File: src/hdl/sha256md_pkg.sv
// Package for the SHA-256 message digest block.
// Holds the round constants, the initial hash values and the command and
// status structs shared by the controller and the datapath.
package sha256md_pkg;

    localparam int BLOCK_BYTES = 64;
    localparam int SCHED_WORDS = 16;
    localparam int HASH_WORDS  = 8;
    localparam int ROUNDS      = 64;

    localparam logic [7:0] PAD_MARK = 8'h80;

    localparam logic [31:0] K_TABLE [ROUNDS] = '{
        32'h428a2f98, 32'h71374491, 32'hb5c0fbcf, 32'he9b5dba5,
        32'h3956c25b, 32'h59f111f1, 32'h923f82a4, 32'hab1c5ed5,
        32'hd807aa98, 32'h12835b01, 32'h243185be, 32'h550c7dc3,
        32'h72be5d74, 32'h80deb1fe, 32'h9bdc06a7, 32'hc19bf174,
        32'he49b69c1, 32'hefbe4786, 32'h0fc19dc6, 32'h240ca1cc,
        32'h2de92c6f, 32'h4a7484aa, 32'h5cb0a9dc, 32'h76f988da,
        32'h983e5152, 32'ha831c66d, 32'hb00327c8, 32'hbf597fc7,
        32'hc6e00bf3, 32'hd5a79147, 32'h06ca6351, 32'h14292967,
        32'h27b70a85, 32'h2e1b2138, 32'h4d2c6dfc, 32'h53380d13,
        32'h650a7354, 32'h766a0abb, 32'h81c2c92e, 32'h92722c85,
        32'ha2bfe8a1, 32'ha81a664b, 32'hc24b8b70, 32'hc76c51a3,
        32'hd192e819, 32'hd6990624, 32'hf40e3585, 32'h106aa070,
        32'h19a4c116, 32'h1e376c08, 32'h2748774c, 32'h34b0bcb5,
        32'h391c0cb3, 32'h4ed8aa4a, 32'h5b9cca4f, 32'h682e6ff3,
        32'h748f82ee, 32'h78a5636f, 32'h84c87814, 32'h8cc70208,
        32'h90befffa, 32'ha4506ceb, 32'hbef9a3f7, 32'hc67178f2
    };

    localparam logic [31:0] H_INIT [HASH_WORDS] = '{
        32'h6a09e667, 32'hbb67ae85, 32'h3c6ef372, 32'ha54ff53a,
        32'h510e527f, 32'h9b05688c, 32'h1f83d9ab, 32'h5be0cd19
    };

    // Commands from the controller to the datapath.
    typedef struct packed {
        logic       wr_byte;    // store the accepted byte at the fill position
        logic       pad_first;  // 0x80 marker, zeros, and length if it fits
        logic       pad_len;    // zero block with the length at the end
        logic       load_vars;  // working variables take the hash state
        logic       do_round;   // one compression round
        logic       add_hash;   // fold working variables into the hash
        logic       restart;    // initial hash, length cleared
        logic [5:0] round_idx;
        logic [2:0] word_idx;
    } cmd_t;

    // Status from the datapath to the controller.
    typedef struct packed {
        logic fill_end;  // the next byte completes the block
        logic fill_hi;   // no room for the length in this block
    } status_t;

endpackage

File: src/hdl/sha256md_in_if.sv
// Message input channel of the SHA-256 digest block.
// Valid/ready handshake carrying at most one message byte per item; no dependencies.
interface sha256md_in_if;
    logic       valid;
    logic       ready;
    logic [7:0] data_byte;
    logic       has_byte;
    logic       last;

    modport source (output valid, output data_byte, output has_byte, output last,
                    input ready);
    modport sink (input valid, input data_byte, input has_byte, input last,
                  output ready);
endinterface

File: src/hdl/sha256md_out_if.sv
// Digest output channel of the SHA-256 digest block.
// Valid/ready handshake carrying one 32-bit digest word per item; no dependencies.
interface sha256md_out_if;
    logic        valid;
    logic        ready;
    logic [31:0] digest_word;
    logic [2:0]  word_index;
    logic        last_word;

    modport source (output valid, output digest_word, output word_index,
                    output last_word, input ready);
    modport sink (input valid, input digest_word, input word_index,
                  input last_word, output ready);
endinterface

File: src/hdl/sha256md_datapath.sv
// Datapath of the SHA-256 digest block: message window, round logic,
// hash state and bit length counter. Depends on sha256md_pkg.
module sha256md_datapath
(
    input  logic                 clk,
    input  logic                 rst_n,
    input  sha256md_pkg::cmd_t   cmd,
    input  logic [7:0]           data_byte,
    output sha256md_pkg::status_t status,
    output logic [31:0]          digest_word,
    output logic [2:0]           word_index,
    output logic                 last_word
);

    logic [31:0] sched_reg [sha256md_pkg::SCHED_WORDS];
    logic [31:0] sched_next [sha256md_pkg::SCHED_WORDS];
    logic [31:0] vars_reg [sha256md_pkg::HASH_WORDS];
    logic [31:0] vars_next [sha256md_pkg::HASH_WORDS];
    logic [31:0] hash_reg [sha256md_pkg::HASH_WORDS];
    logic [31:0] hash_next [sha256md_pkg::HASH_WORDS];
    logic [63:0] bitlen_reg;
    logic [63:0] bitlen_next;

    logic [5:0]  fill;
    logic [31:0] sum1, sum0, choose, major, t1, t2, w_new;

    function automatic logic [31:0] big_sigma0(input logic [31:0] x);
        big_sigma0 = {x[1:0], x[31:2]} ^ {x[12:0], x[31:13]} ^ {x[21:0], x[31:22]};
    endfunction

    function automatic logic [31:0] big_sigma1(input logic [31:0] x);
        big_sigma1 = {x[5:0], x[31:6]} ^ {x[10:0], x[31:11]} ^ {x[24:0], x[31:25]};
    endfunction

    function automatic logic [31:0] small_sigma0(input logic [31:0] x);
        small_sigma0 = {x[6:0], x[31:7]} ^ {x[17:0], x[31:18]} ^ {3'b000, x[31:3]};
    endfunction

    function automatic logic [31:0] small_sigma1(input logic [31:0] x);
        small_sigma1 = {x[16:0], x[31:17]} ^ {x[18:0], x[31:19]} ^ {10'd0, x[31:10]};
    endfunction

    // The block fill is the byte count modulo 64.
    assign fill            = bitlen_reg[8:3];
    assign status.fill_end = (fill == 6'd63);
    assign status.fill_hi  = (fill[5:3] == 3'b111);

    assign sum1   = big_sigma1(vars_reg[4]);
    assign choose = (vars_reg[4] & vars_reg[5]) ^ (~vars_reg[4] & vars_reg[6]);
    assign sum0   = big_sigma0(vars_reg[0]);
    assign major  = (vars_reg[0] & vars_reg[1]) ^ (vars_reg[0] & vars_reg[2])
                  ^ (vars_reg[1] & vars_reg[2]);
    assign t1     = vars_reg[7] + sum1 + choose
                  + sha256md_pkg::K_TABLE[cmd.round_idx] + sched_reg[0];
    assign t2     = sum0 + major;

    // The window holds W[t] .. W[t+15]; each round pushes W[t+16].
    assign w_new  = small_sigma1(sched_reg[14]) + sched_reg[9]
                  + small_sigma0(sched_reg[1]) + sched_reg[0];

    always_comb
    begin
        sched_next = sched_reg;
        if (cmd.do_round)
        begin
            for (int i = 0; i < sha256md_pkg::SCHED_WORDS - 1; i++)
            begin
                sched_next[i] = sched_reg[i + 1];
            end
            sched_next[sha256md_pkg::SCHED_WORDS - 1] = w_new;
        end
        else
        begin
            for (int k = 0; k < sha256md_pkg::BLOCK_BYTES; k++)
            begin
                if (cmd.wr_byte && (fill == 6'(k)))
                begin
                    sched_next[k / 4][8 * (3 - (k % 4)) +: 8] = data_byte;
                end
                if (cmd.pad_first)
                begin
                    if (fill == 6'(k))
                    begin
                        sched_next[k / 4][8 * (3 - (k % 4)) +: 8] = sha256md_pkg::PAD_MARK;
                    end
                    else if (6'(k) > fill)
                    begin
                        if ((k >= 56) && !status.fill_hi)
                        begin
                            sched_next[k / 4][8 * (3 - (k % 4)) +: 8] =
                                bitlen_reg[8 * ((63 - k) % 8) +: 8];
                        end
                        else
                        begin
                            sched_next[k / 4][8 * (3 - (k % 4)) +: 8] = 8'h00;
                        end
                    end
                end
                if (cmd.pad_len)
                begin
                    if (k >= 56)
                    begin
                        sched_next[k / 4][8 * (3 - (k % 4)) +: 8] =
                            bitlen_reg[8 * ((63 - k) % 8) +: 8];
                    end
                    else
                    begin
                        sched_next[k / 4][8 * (3 - (k % 4)) +: 8] = 8'h00;
                    end
                end
            end
        end
    end

    always_comb
    begin
        vars_next = vars_reg;
        if (cmd.load_vars)
        begin
            vars_next = hash_reg;
        end
        else if (cmd.do_round)
        begin
            vars_next[7] = vars_reg[6];
            vars_next[6] = vars_reg[5];
            vars_next[5] = vars_reg[4];
            vars_next[4] = vars_reg[3] + t1;
            vars_next[3] = vars_reg[2];
            vars_next[2] = vars_reg[1];
            vars_next[1] = vars_reg[0];
            vars_next[0] = t1 + t2;
        end
    end

    always_comb
    begin
        hash_next   = hash_reg;
        bitlen_next = bitlen_reg;
        if (cmd.restart)
        begin
            hash_next   = sha256md_pkg::H_INIT;
            bitlen_next = 64'd0;
        end
        else
        begin
            if (cmd.add_hash)
            begin
                for (int i = 0; i < sha256md_pkg::HASH_WORDS; i++)
                begin
                    hash_next[i] = hash_reg[i] + vars_reg[i];
                end
            end
            if (cmd.wr_byte)
            begin
                bitlen_next = bitlen_reg + 64'd8;
            end
        end
    end

    always_ff @(posedge clk or negedge rst_n)
    begin
        if (!rst_n)
        begin
            hash_reg   <= sha256md_pkg::H_INIT;
            bitlen_reg <= 64'd0;
        end
        else
        begin
            hash_reg   <= hash_next;
            bitlen_reg <= bitlen_next;
        end
    end

    always_ff @(posedge clk)
    begin
        sched_reg <= sched_next;
        vars_reg  <= vars_next;
    end

    assign digest_word = hash_reg[cmd.word_idx];
    assign word_index  = cmd.word_idx;
    assign last_word   = (cmd.word_idx == 3'd7);

endmodule

File: src/hdl/sha256md_ctrl.sv
// Controller of the SHA-256 digest block: sequences byte intake, padding,
// the 64 compression rounds and digest output. Depends on sha256md_pkg.
module sha256md_ctrl
(
    input  logic                  clk,
    input  logic                  rst_n,
    input  logic                  in_valid,
    input  logic                  in_has_byte,
    input  logic                  in_last,
    output logic                  in_ready,
    output logic                  out_valid,
    input  logic                  out_ready,
    input  sha256md_pkg::status_t status,
    output sha256md_pkg::cmd_t    cmd
);

    localparam logic [2:0] ST_IDLE  = 3'd0;
    localparam logic [2:0] ST_LOAD  = 3'd1;
    localparam logic [2:0] ST_ROUND = 3'd2;
    localparam logic [2:0] ST_ADD   = 3'd3;
    localparam logic [2:0] ST_PAD   = 3'd4;
    localparam logic [2:0] ST_PAD2  = 3'd5;
    localparam logic [2:0] ST_OUT   = 3'd6;

    // Which block the running compression belongs to.
    localparam logic [1:0] PH_DATA  = 2'd0;
    localparam logic [1:0] PH_PAD1  = 2'd1;
    localparam logic [1:0] PH_FINAL = 2'd2;

    logic [2:0] state_reg, state_next;
    logic [1:0] phase_reg, phase_next;
    logic       pend_reg, pend_next;
    logic [5:0] round_reg, round_next;
    logic [2:0] word_reg, word_next;
    logic       in_accept;
    logic       out_accept;

    assign in_ready   = (state_reg == ST_IDLE);
    assign out_valid  = (state_reg == ST_OUT);
    assign in_accept  = in_valid && in_ready;
    assign out_accept = out_valid && out_ready;

    always_comb
    begin
        state_next = state_reg;
        phase_next = phase_reg;
        pend_next  = pend_reg;
        round_next = round_reg;
        word_next  = word_reg;
        unique case (state_reg)
            ST_IDLE:
            begin
                if (in_accept)
                begin
                    if (in_has_byte && status.fill_end)
                    begin
                        state_next = ST_LOAD;
                        phase_next = PH_DATA;
                        pend_next  = in_last;
                    end
                    else if (in_last)
                    begin
                        state_next = ST_PAD;
                    end
                end
            end
            ST_LOAD:
            begin
                round_next = 6'd0;
                state_next = ST_ROUND;
            end
            ST_ROUND:
            begin
                round_next = round_reg + 6'd1;
                if (round_reg == 6'd63)
                begin
                    state_next = ST_ADD;
                end
            end
            ST_ADD:
            begin
                priority case (phase_reg)
                    PH_PAD1:  state_next = ST_PAD2;
                    PH_FINAL: state_next = ST_OUT;
                    default:  state_next = pend_reg ? ST_PAD : ST_IDLE;
                endcase
                word_next = 3'd0;
            end
            ST_PAD:
            begin
                state_next = ST_LOAD;
                phase_next = status.fill_hi ? PH_PAD1 : PH_FINAL;
            end
            ST_PAD2:
            begin
                state_next = ST_LOAD;
                phase_next = PH_FINAL;
            end
            ST_OUT:
            begin
                if (out_accept)
                begin
                    word_next = word_reg + 3'd1;
                    if (word_reg == 3'd7)
                    begin
                        state_next = ST_IDLE;
                        pend_next  = 1'b0;
                    end
                end
            end
            default:
            begin
                state_next = ST_IDLE;
            end
        endcase
    end

    always_ff @(posedge clk or negedge rst_n)
    begin
        if (!rst_n)
        begin
            state_reg <= ST_IDLE;
            phase_reg <= PH_DATA;
            pend_reg  <= 1'b0;
            round_reg <= 6'd0;
            word_reg  <= 3'd0;
        end
        else
        begin
            state_reg <= state_next;
            phase_reg <= phase_next;
            pend_reg  <= pend_next;
            round_reg <= round_next;
            word_reg  <= word_next;
        end
    end

    always_comb
    begin
        cmd           = '0;
        cmd.wr_byte   = in_accept && in_has_byte;
        cmd.pad_first = (state_reg == ST_PAD);
        cmd.pad_len   = (state_reg == ST_PAD2);
        cmd.load_vars = (state_reg == ST_LOAD);
        cmd.do_round  = (state_reg == ST_ROUND);
        cmd.add_hash  = (state_reg == ST_ADD);
        cmd.restart   = out_accept && (word_reg == 3'd7);
        cmd.round_idx = round_reg;
        cmd.word_idx  = word_reg;
    end

`ifndef SYNTHESIS
    a_no_overlap: assert property (@(posedge clk) disable iff (!rst_n)
        !(in_ready && out_valid))
        else $error("input and output active together");

    a_round_start: assert property (@(posedge clk) disable iff (!rst_n)
        (state_reg == ST_LOAD) |=> (state_reg == ST_ROUND) && (round_reg == 6'd0))
        else $error("compression did not start at round zero");

    a_round_end: assert property (@(posedge clk) disable iff (!rst_n)
        (state_reg == ST_ROUND) && (round_reg == 6'd63) |=> (state_reg == ST_ADD))
        else $error("compression did not end after the last round");

    a_digest_done: assert property (@(posedge clk) disable iff (!rst_n)
        out_accept && (word_reg == 3'd7) |=> (state_reg == ST_IDLE) && !pend_reg)
        else $error("block did not return to intake after the digest");

    a_out_first: assert property (@(posedge clk) disable iff (!rst_n)
        $rose(out_valid) |-> (word_reg == 3'd0))
        else $error("digest output did not begin at word zero");
`endif

endmodule

File: src/hdl/sha256_message_digest.sv
// Top level of the SHA-256 message digest block.
// Joins sha256md_ctrl and sha256md_datapath; uses sha256md_pkg and the
// sha256md_in_if / sha256md_out_if channel interfaces.
//
// Usage:
//   msg carries one item per byte: data_byte with has_byte set, and last on
//   the final item. A last item with has_byte clear ends the message without
//   a byte, so an empty message is a single such item.
//   digest then delivers eight items, word_index 0 to 7, most significant
//   word first, last_word set on the eighth.
// Timing:
//   The 64th byte of a block starts a compression (load, 64 rounds, one per
//   cycle through the shared round unit, then the hash update), during which
//   msg is not ready. After last, padding runs one more compression, or two
//   when the length no longer fits in the current block; then the digest
//   words follow, one per cycle while digest is ready.
//   A stall on digest holds the current word; msg stays not ready until the
//   eighth word is taken, after which the block is set up for a new message.
// Reset: the hash state returns to the initial values and the length to zero.
module sha256_message_digest
(
    input logic            clk,
    input logic            rst_n,
    sha256md_in_if.sink    msg,
    sha256md_out_if.source digest
);

    sha256md_pkg::cmd_t    cmd;
    sha256md_pkg::status_t status;

    sha256md_ctrl u_ctrl
    (
        .clk         (clk),
        .rst_n       (rst_n),
        .in_valid    (msg.valid),
        .in_has_byte (msg.has_byte),
        .in_last     (msg.last),
        .in_ready    (msg.ready),
        .out_valid   (digest.valid),
        .out_ready   (digest.ready),
        .status      (status),
        .cmd         (cmd)
    );

    sha256md_datapath u_datapath
    (
        .clk         (clk),
        .rst_n       (rst_n),
        .cmd         (cmd),
        .data_byte   (msg.data_byte),
        .status      (status),
        .digest_word (digest.digest_word),
        .word_index  (digest.word_index),
        .last_word   (digest.last_word)
    );

endmodule

File: src/flat_wrapper.sv
// flat-port wrapper written by rule: the top's interface ports become plain ports
module sha256_message_digest_flat 
  (clk, rst_n, msg_valid, msg_data_byte, msg_has_byte, msg_last, msg_ready, digest_valid, digest_digest_word, digest_word_index, digest_last_word, digest_ready);
  sha256md_in_if msg_i ();
  sha256md_out_if digest_i ();
  input logic clk;
  input logic rst_n;
  input wire logic [$bits(msg_i.valid)-1:0] msg_valid;
  input wire logic [$bits(msg_i.data_byte)-1:0] msg_data_byte;
  input wire logic [$bits(msg_i.has_byte)-1:0] msg_has_byte;
  input wire logic [$bits(msg_i.last)-1:0] msg_last;
  output wire logic [$bits(msg_i.ready)-1:0] msg_ready;
  output wire logic [$bits(digest_i.valid)-1:0] digest_valid;
  output wire logic [$bits(digest_i.digest_word)-1:0] digest_digest_word;
  output wire logic [$bits(digest_i.word_index)-1:0] digest_word_index;
  output wire logic [$bits(digest_i.last_word)-1:0] digest_last_word;
  input wire logic [$bits(digest_i.ready)-1:0] digest_ready;
  assign msg_i.valid = msg_valid;
  assign msg_i.data_byte = msg_data_byte;
  assign msg_i.has_byte = msg_has_byte;
  assign msg_i.last = msg_last;
  assign msg_ready = msg_i.ready;
  assign digest_valid = digest_i.valid;
  assign digest_digest_word = digest_i.digest_word;
  assign digest_word_index = digest_i.word_index;
  assign digest_last_word = digest_i.last_word;
  assign digest_i.ready = digest_ready;
  sha256_message_digest u_core (.clk(clk), .rst_n(rst_n), .msg(msg_i), .digest(digest_i));
endmodule
File: config.mk
export PLATFORM = sky130hd
export DESIGN_NAME = sha256_message_digest_flat
export DESIGN_NICKNAME = d
export VERILOG_FILES = /design/src/hdl/sha256md_pkg.sv /design/src/hdl/sha256md_in_if.sv /design/src/hdl/sha256md_out_if.sv /design/src/hdl/sha256md_datapath.sv /design/src/hdl/sha256md_ctrl.sv /design/src/hdl/sha256_message_digest.sv /design/src/flat_wrapper.sv
export SDC_FILE = /design/constraint.sdc
export NUM_CORES = 2
export LEC_CHECK = 0
export ABC_AREA = 0
export ABC_CLOCK_PERIOD_IN_PS = 7170
export BUFFER_PORTS_ARGS = -buffer_cell sky130_fd_sc_hd__buf_2
export CORE_UTILIZATION = 30
export CTS_CLUSTER_SIZE = 10
export DETAILED_ROUTE_END_ITERATION = 8
export PLACE_DENSITY = 0.47
export SLEW_MARGIN = 10
export SYNTH_ARGS = -nofsm -noshare
export SYNTH_HDL_FRONTEND = slang
export SYNTH_HIERARCHICAL = 1
export SYNTH_SLANG_ARGS = --single-unit
File: constraint.sdc
create_clock -name clk -period 7.17 [get_ports clk]
set_input_delay 1.434 -clock clk [delete_from_list [all_inputs] [get_ports clk]]
set_output_delay 1.434 -clock clk [all_outputs]
set_load 0.02 [all_outputs]
==> impl_metrics.tcl <==
set metrics [dict create \
    yosys_warnings 6 \
    slowest_delay_ps 500 \
    syn_avg_cell_area_um2 9.10 \
    syn_area_mm2 0.0776 \
    synth_edf_count 264 \
    crit_slowest_cell "edfxtp_1" \
    max_freq_mhz 138 \
    dieHeight_um 511 \
    synth_ff_type "dfxtp_1" \
    synth_nets 9137 \
    end_kind "register" \
    grt_pass1_wl_um 462000 \
    crit_family "adder cells" \
    largest_register_ffs 512 \
    tightestPinTransition_ps 1270 \
    max_slew_margin_pct 14.9 \
    drtAntennaViolNets 0 \
    cp.arrival_ps 7900 \
    gp_congestion 0.950 \
    drt_wl_total_um 317000 \
    start_util_pct 30.2 \
    syn_to_final_growth_pct 17.3 \
    cts_root_buf "clkbuf_16" \
    period_needed_ps 7250 \
    cts_max_level 4 \
    cts_buffers 143 \
    hold_class "register to register" \
    io_pins 52 \
    async_flop_share_pct 30.2 \
    preCtsSetupSlack_ps -811 \
    drc_errors 0 \
    row_count 186 \
    hold_viol_final 0 \
    crit_top_cell "fa_1" \
    setup_ws_ps -81.8 \
    cts.clk_slew.worst_paths_ps 60 \
    fp.dieArea_mm2 0.261 \
    hold_slack_ps 450 \
    cp.buffers_inverters 5 \
    first_iter_violations 6403 \
    crit_type "register to register" \
    fill_cells 26400 \
    clk_latency_ps 850 \
    slew_viol_final 0 \
    antenna_found_initial 8 \
    setup_viol 5 \
    fin_crit_sh_pct 101 \
    fin_skew_ps 59.4 \
    critPathLaunchType "register" \
    cts_tree "built" \
    status "complete, but fails checks" \
    cts_buffer_depth 3 \
    violations "negative setup slack" \
    cts_sinks 1100 \
    synth.distinct_cells 108 \
    rsz0062_at_grt "true" \
    drive_above_1_share_pct 17.7 \
    crit_fanout 5 \
    vias 67400 \
    core-area_mm2 0.257 \
    dieWidth_um 511 \
    port_buffers 51 \
    maxCapViolations 0 \
    grt.overflow.total 0 \
    fin_nets 9447 \
    grt_pass1_vias 65500 \
    ys_seq_area_share_pct 34.1 \
    routed_via_density 5.47 \
    hpwl_um 236000 \
    crit_required_ps 7820 \
    ys_ff_latch 1100 \
    synthCells 8529 \
    fin_util_pct 35.4 \
    post_drt_wl_per_cell_um 25.8 \
    grt_max_degree 181 \
    grt_use_total_pct 23.6 \
    drt_first_pass_iters 6 \
]
## worst paths after layout
| check | startpoint | endpoint | slack, ps | depth (start not counted) |
|---|---|---|---|---|
| max | u_core/u_datapath/vars_reg[121]$_DFFE_PP_ | u_core/u_datapath/vars_reg[253]$_DFFE_PP_ | -80 | 35 |
| min | u_core/u_datapath/sched_reg[360]$_DFF_P_ | u_core/u_datapath/sched_reg[392]$_DFF_P_ | 450 | 2 |
| max reg2reg | u_core/u_datapath/vars_reg[121]$_DFFE_PP_ | u_core/u_datapath/vars_reg[253]$_DFFE_PP_ | -80 | 35 |
| min reg2reg | u_core/u_datapath/sched_reg[360]$_DFF_P_ | u_core/u_datapath/sched_reg[392]$_DFF_P_ | 450 | 2 |
| max in group asynchronous | rst_n | u_core/u_datapath/hash_reg[128]$_DFFE_PN0P_ | 5350 | 2 |
| min in group asynchronous | rst_n | u_core/u_datapath/hash_reg[156]$_DFFE_PN0P_ | 590 | 1 |
## cell usage in the layout (no fill, tap or decap), types with 42 or more instances in the layout
master / n
o21a_1: 53
nor2b_1: 58
buf_2: 44
o31ai_1: 42
edfxtp_1: 264
a211oi_1: 44
nand3_1: 112
a21o_1: 218
dfstp_2: 136
nor3_1: 101
clkbuf_1: 52
o21ai_1: 56
nor2_1: 544
clkbuf_16: 145
xor2_1: 243
mux2_2: 268
a21oi_1: 493
nand2b_1: 81
o21ai_0: 809
buf_4: 574
mux2i_1: 507
inv_1: 436
dfrtp_1: 189
mux4_2: 71
fa_1: 194
xnor2_1: 340
nand2_1: 980
dfxtp_1: 504
and3_1: 45
a31oi_1: 43
ha_1: 373
## synth_stat cells (all sizes together), types with 120 or more instances
cell type  number  area share, %
ha            399            6.4
dfstp         136            4.6
nand2         988            4.8
xor2          250            2.8
mux2          269            3.9
a21o          218            2.1
a21oi         532            3.5
dfrtp         196            6.3
edfxtp        264             10
nor3          120           0.85
clkbuf        430            2.1
dfxtp         504             13
fa            195            5.0
inv           447            2.2
mux2i         507            6.5
o21ai         876            5.7
nor2          557            2.7
xnor2         352            4.0
## metrics by stage
step / instances / setup TNS [ps] / cell area (µm²)
floorplan: 8529 / 0 / 77700
global placement: 12100 / -13130 / 85100
detailed placement: 12100 / -13090 / 85100
CTS: 12300 / -242 / 90300
global route: 12300 / -3570 / 91000
finish: 12300 / -288 / 91000
## final cells by class
type                            count  area, µm²  area share [%]
Antenna cell                        2       5.00         0.00550
Sequential cell                  1100      26500            29.1
Inverter                          450       1710            1.88
Tap cell                         3384       4230            4.65
Multi-Input combinational cell   6480      48700            53.5
Clock inverter                     34        611           0.671
Clock buffer                      209       3990            4.38
Timing Repair Buffer              664       5300            5.82
## worst register-to-register path, delay by kind of cell, from the launching register on
family / cells / cell delay [ps]
AOI/OAI and AO/OA: 14 / 2120
xor gates and xnor gates: 3 / 510
adders and majority gates: 6 / 2630
buffers and inverters: 5 / 580
DFF: 1 / 500
and+or+nand+nor: 7 / 730
## cell families after synthesis
family | synth area share [%]
AO/OA/AOI/OAI | 17.9
XOR/XNOR | 6.79
adder cells (fa/ha/maj) | 11.7
buffers and inverters | 4.64
flip-flops | 34.1
multiplexers | 12.5
AND/OR/NAND/NOR | 12.3
## per-layer routing
metal	vias up	part of all wire, %	track usage (%)
met5	-	0.013	0
met4	6	2.7	6.33
met1	33800	48	34.8
met3	431	6.5	3.42
met2	2362	43	35.5
li1	30800	-	-
## what timing repair did
item / in CTS / in global routing
endpoints found under the setup margin: 31 / 23
setup buffers: 12 / 18
pin swaps: 59 / 99
resized for setup: 123 / 131
hold buffers: 0 / 0
Power is not shown: default switching activity piles up to over one toggle a cycle in this logic, so the estimate is an artifact.
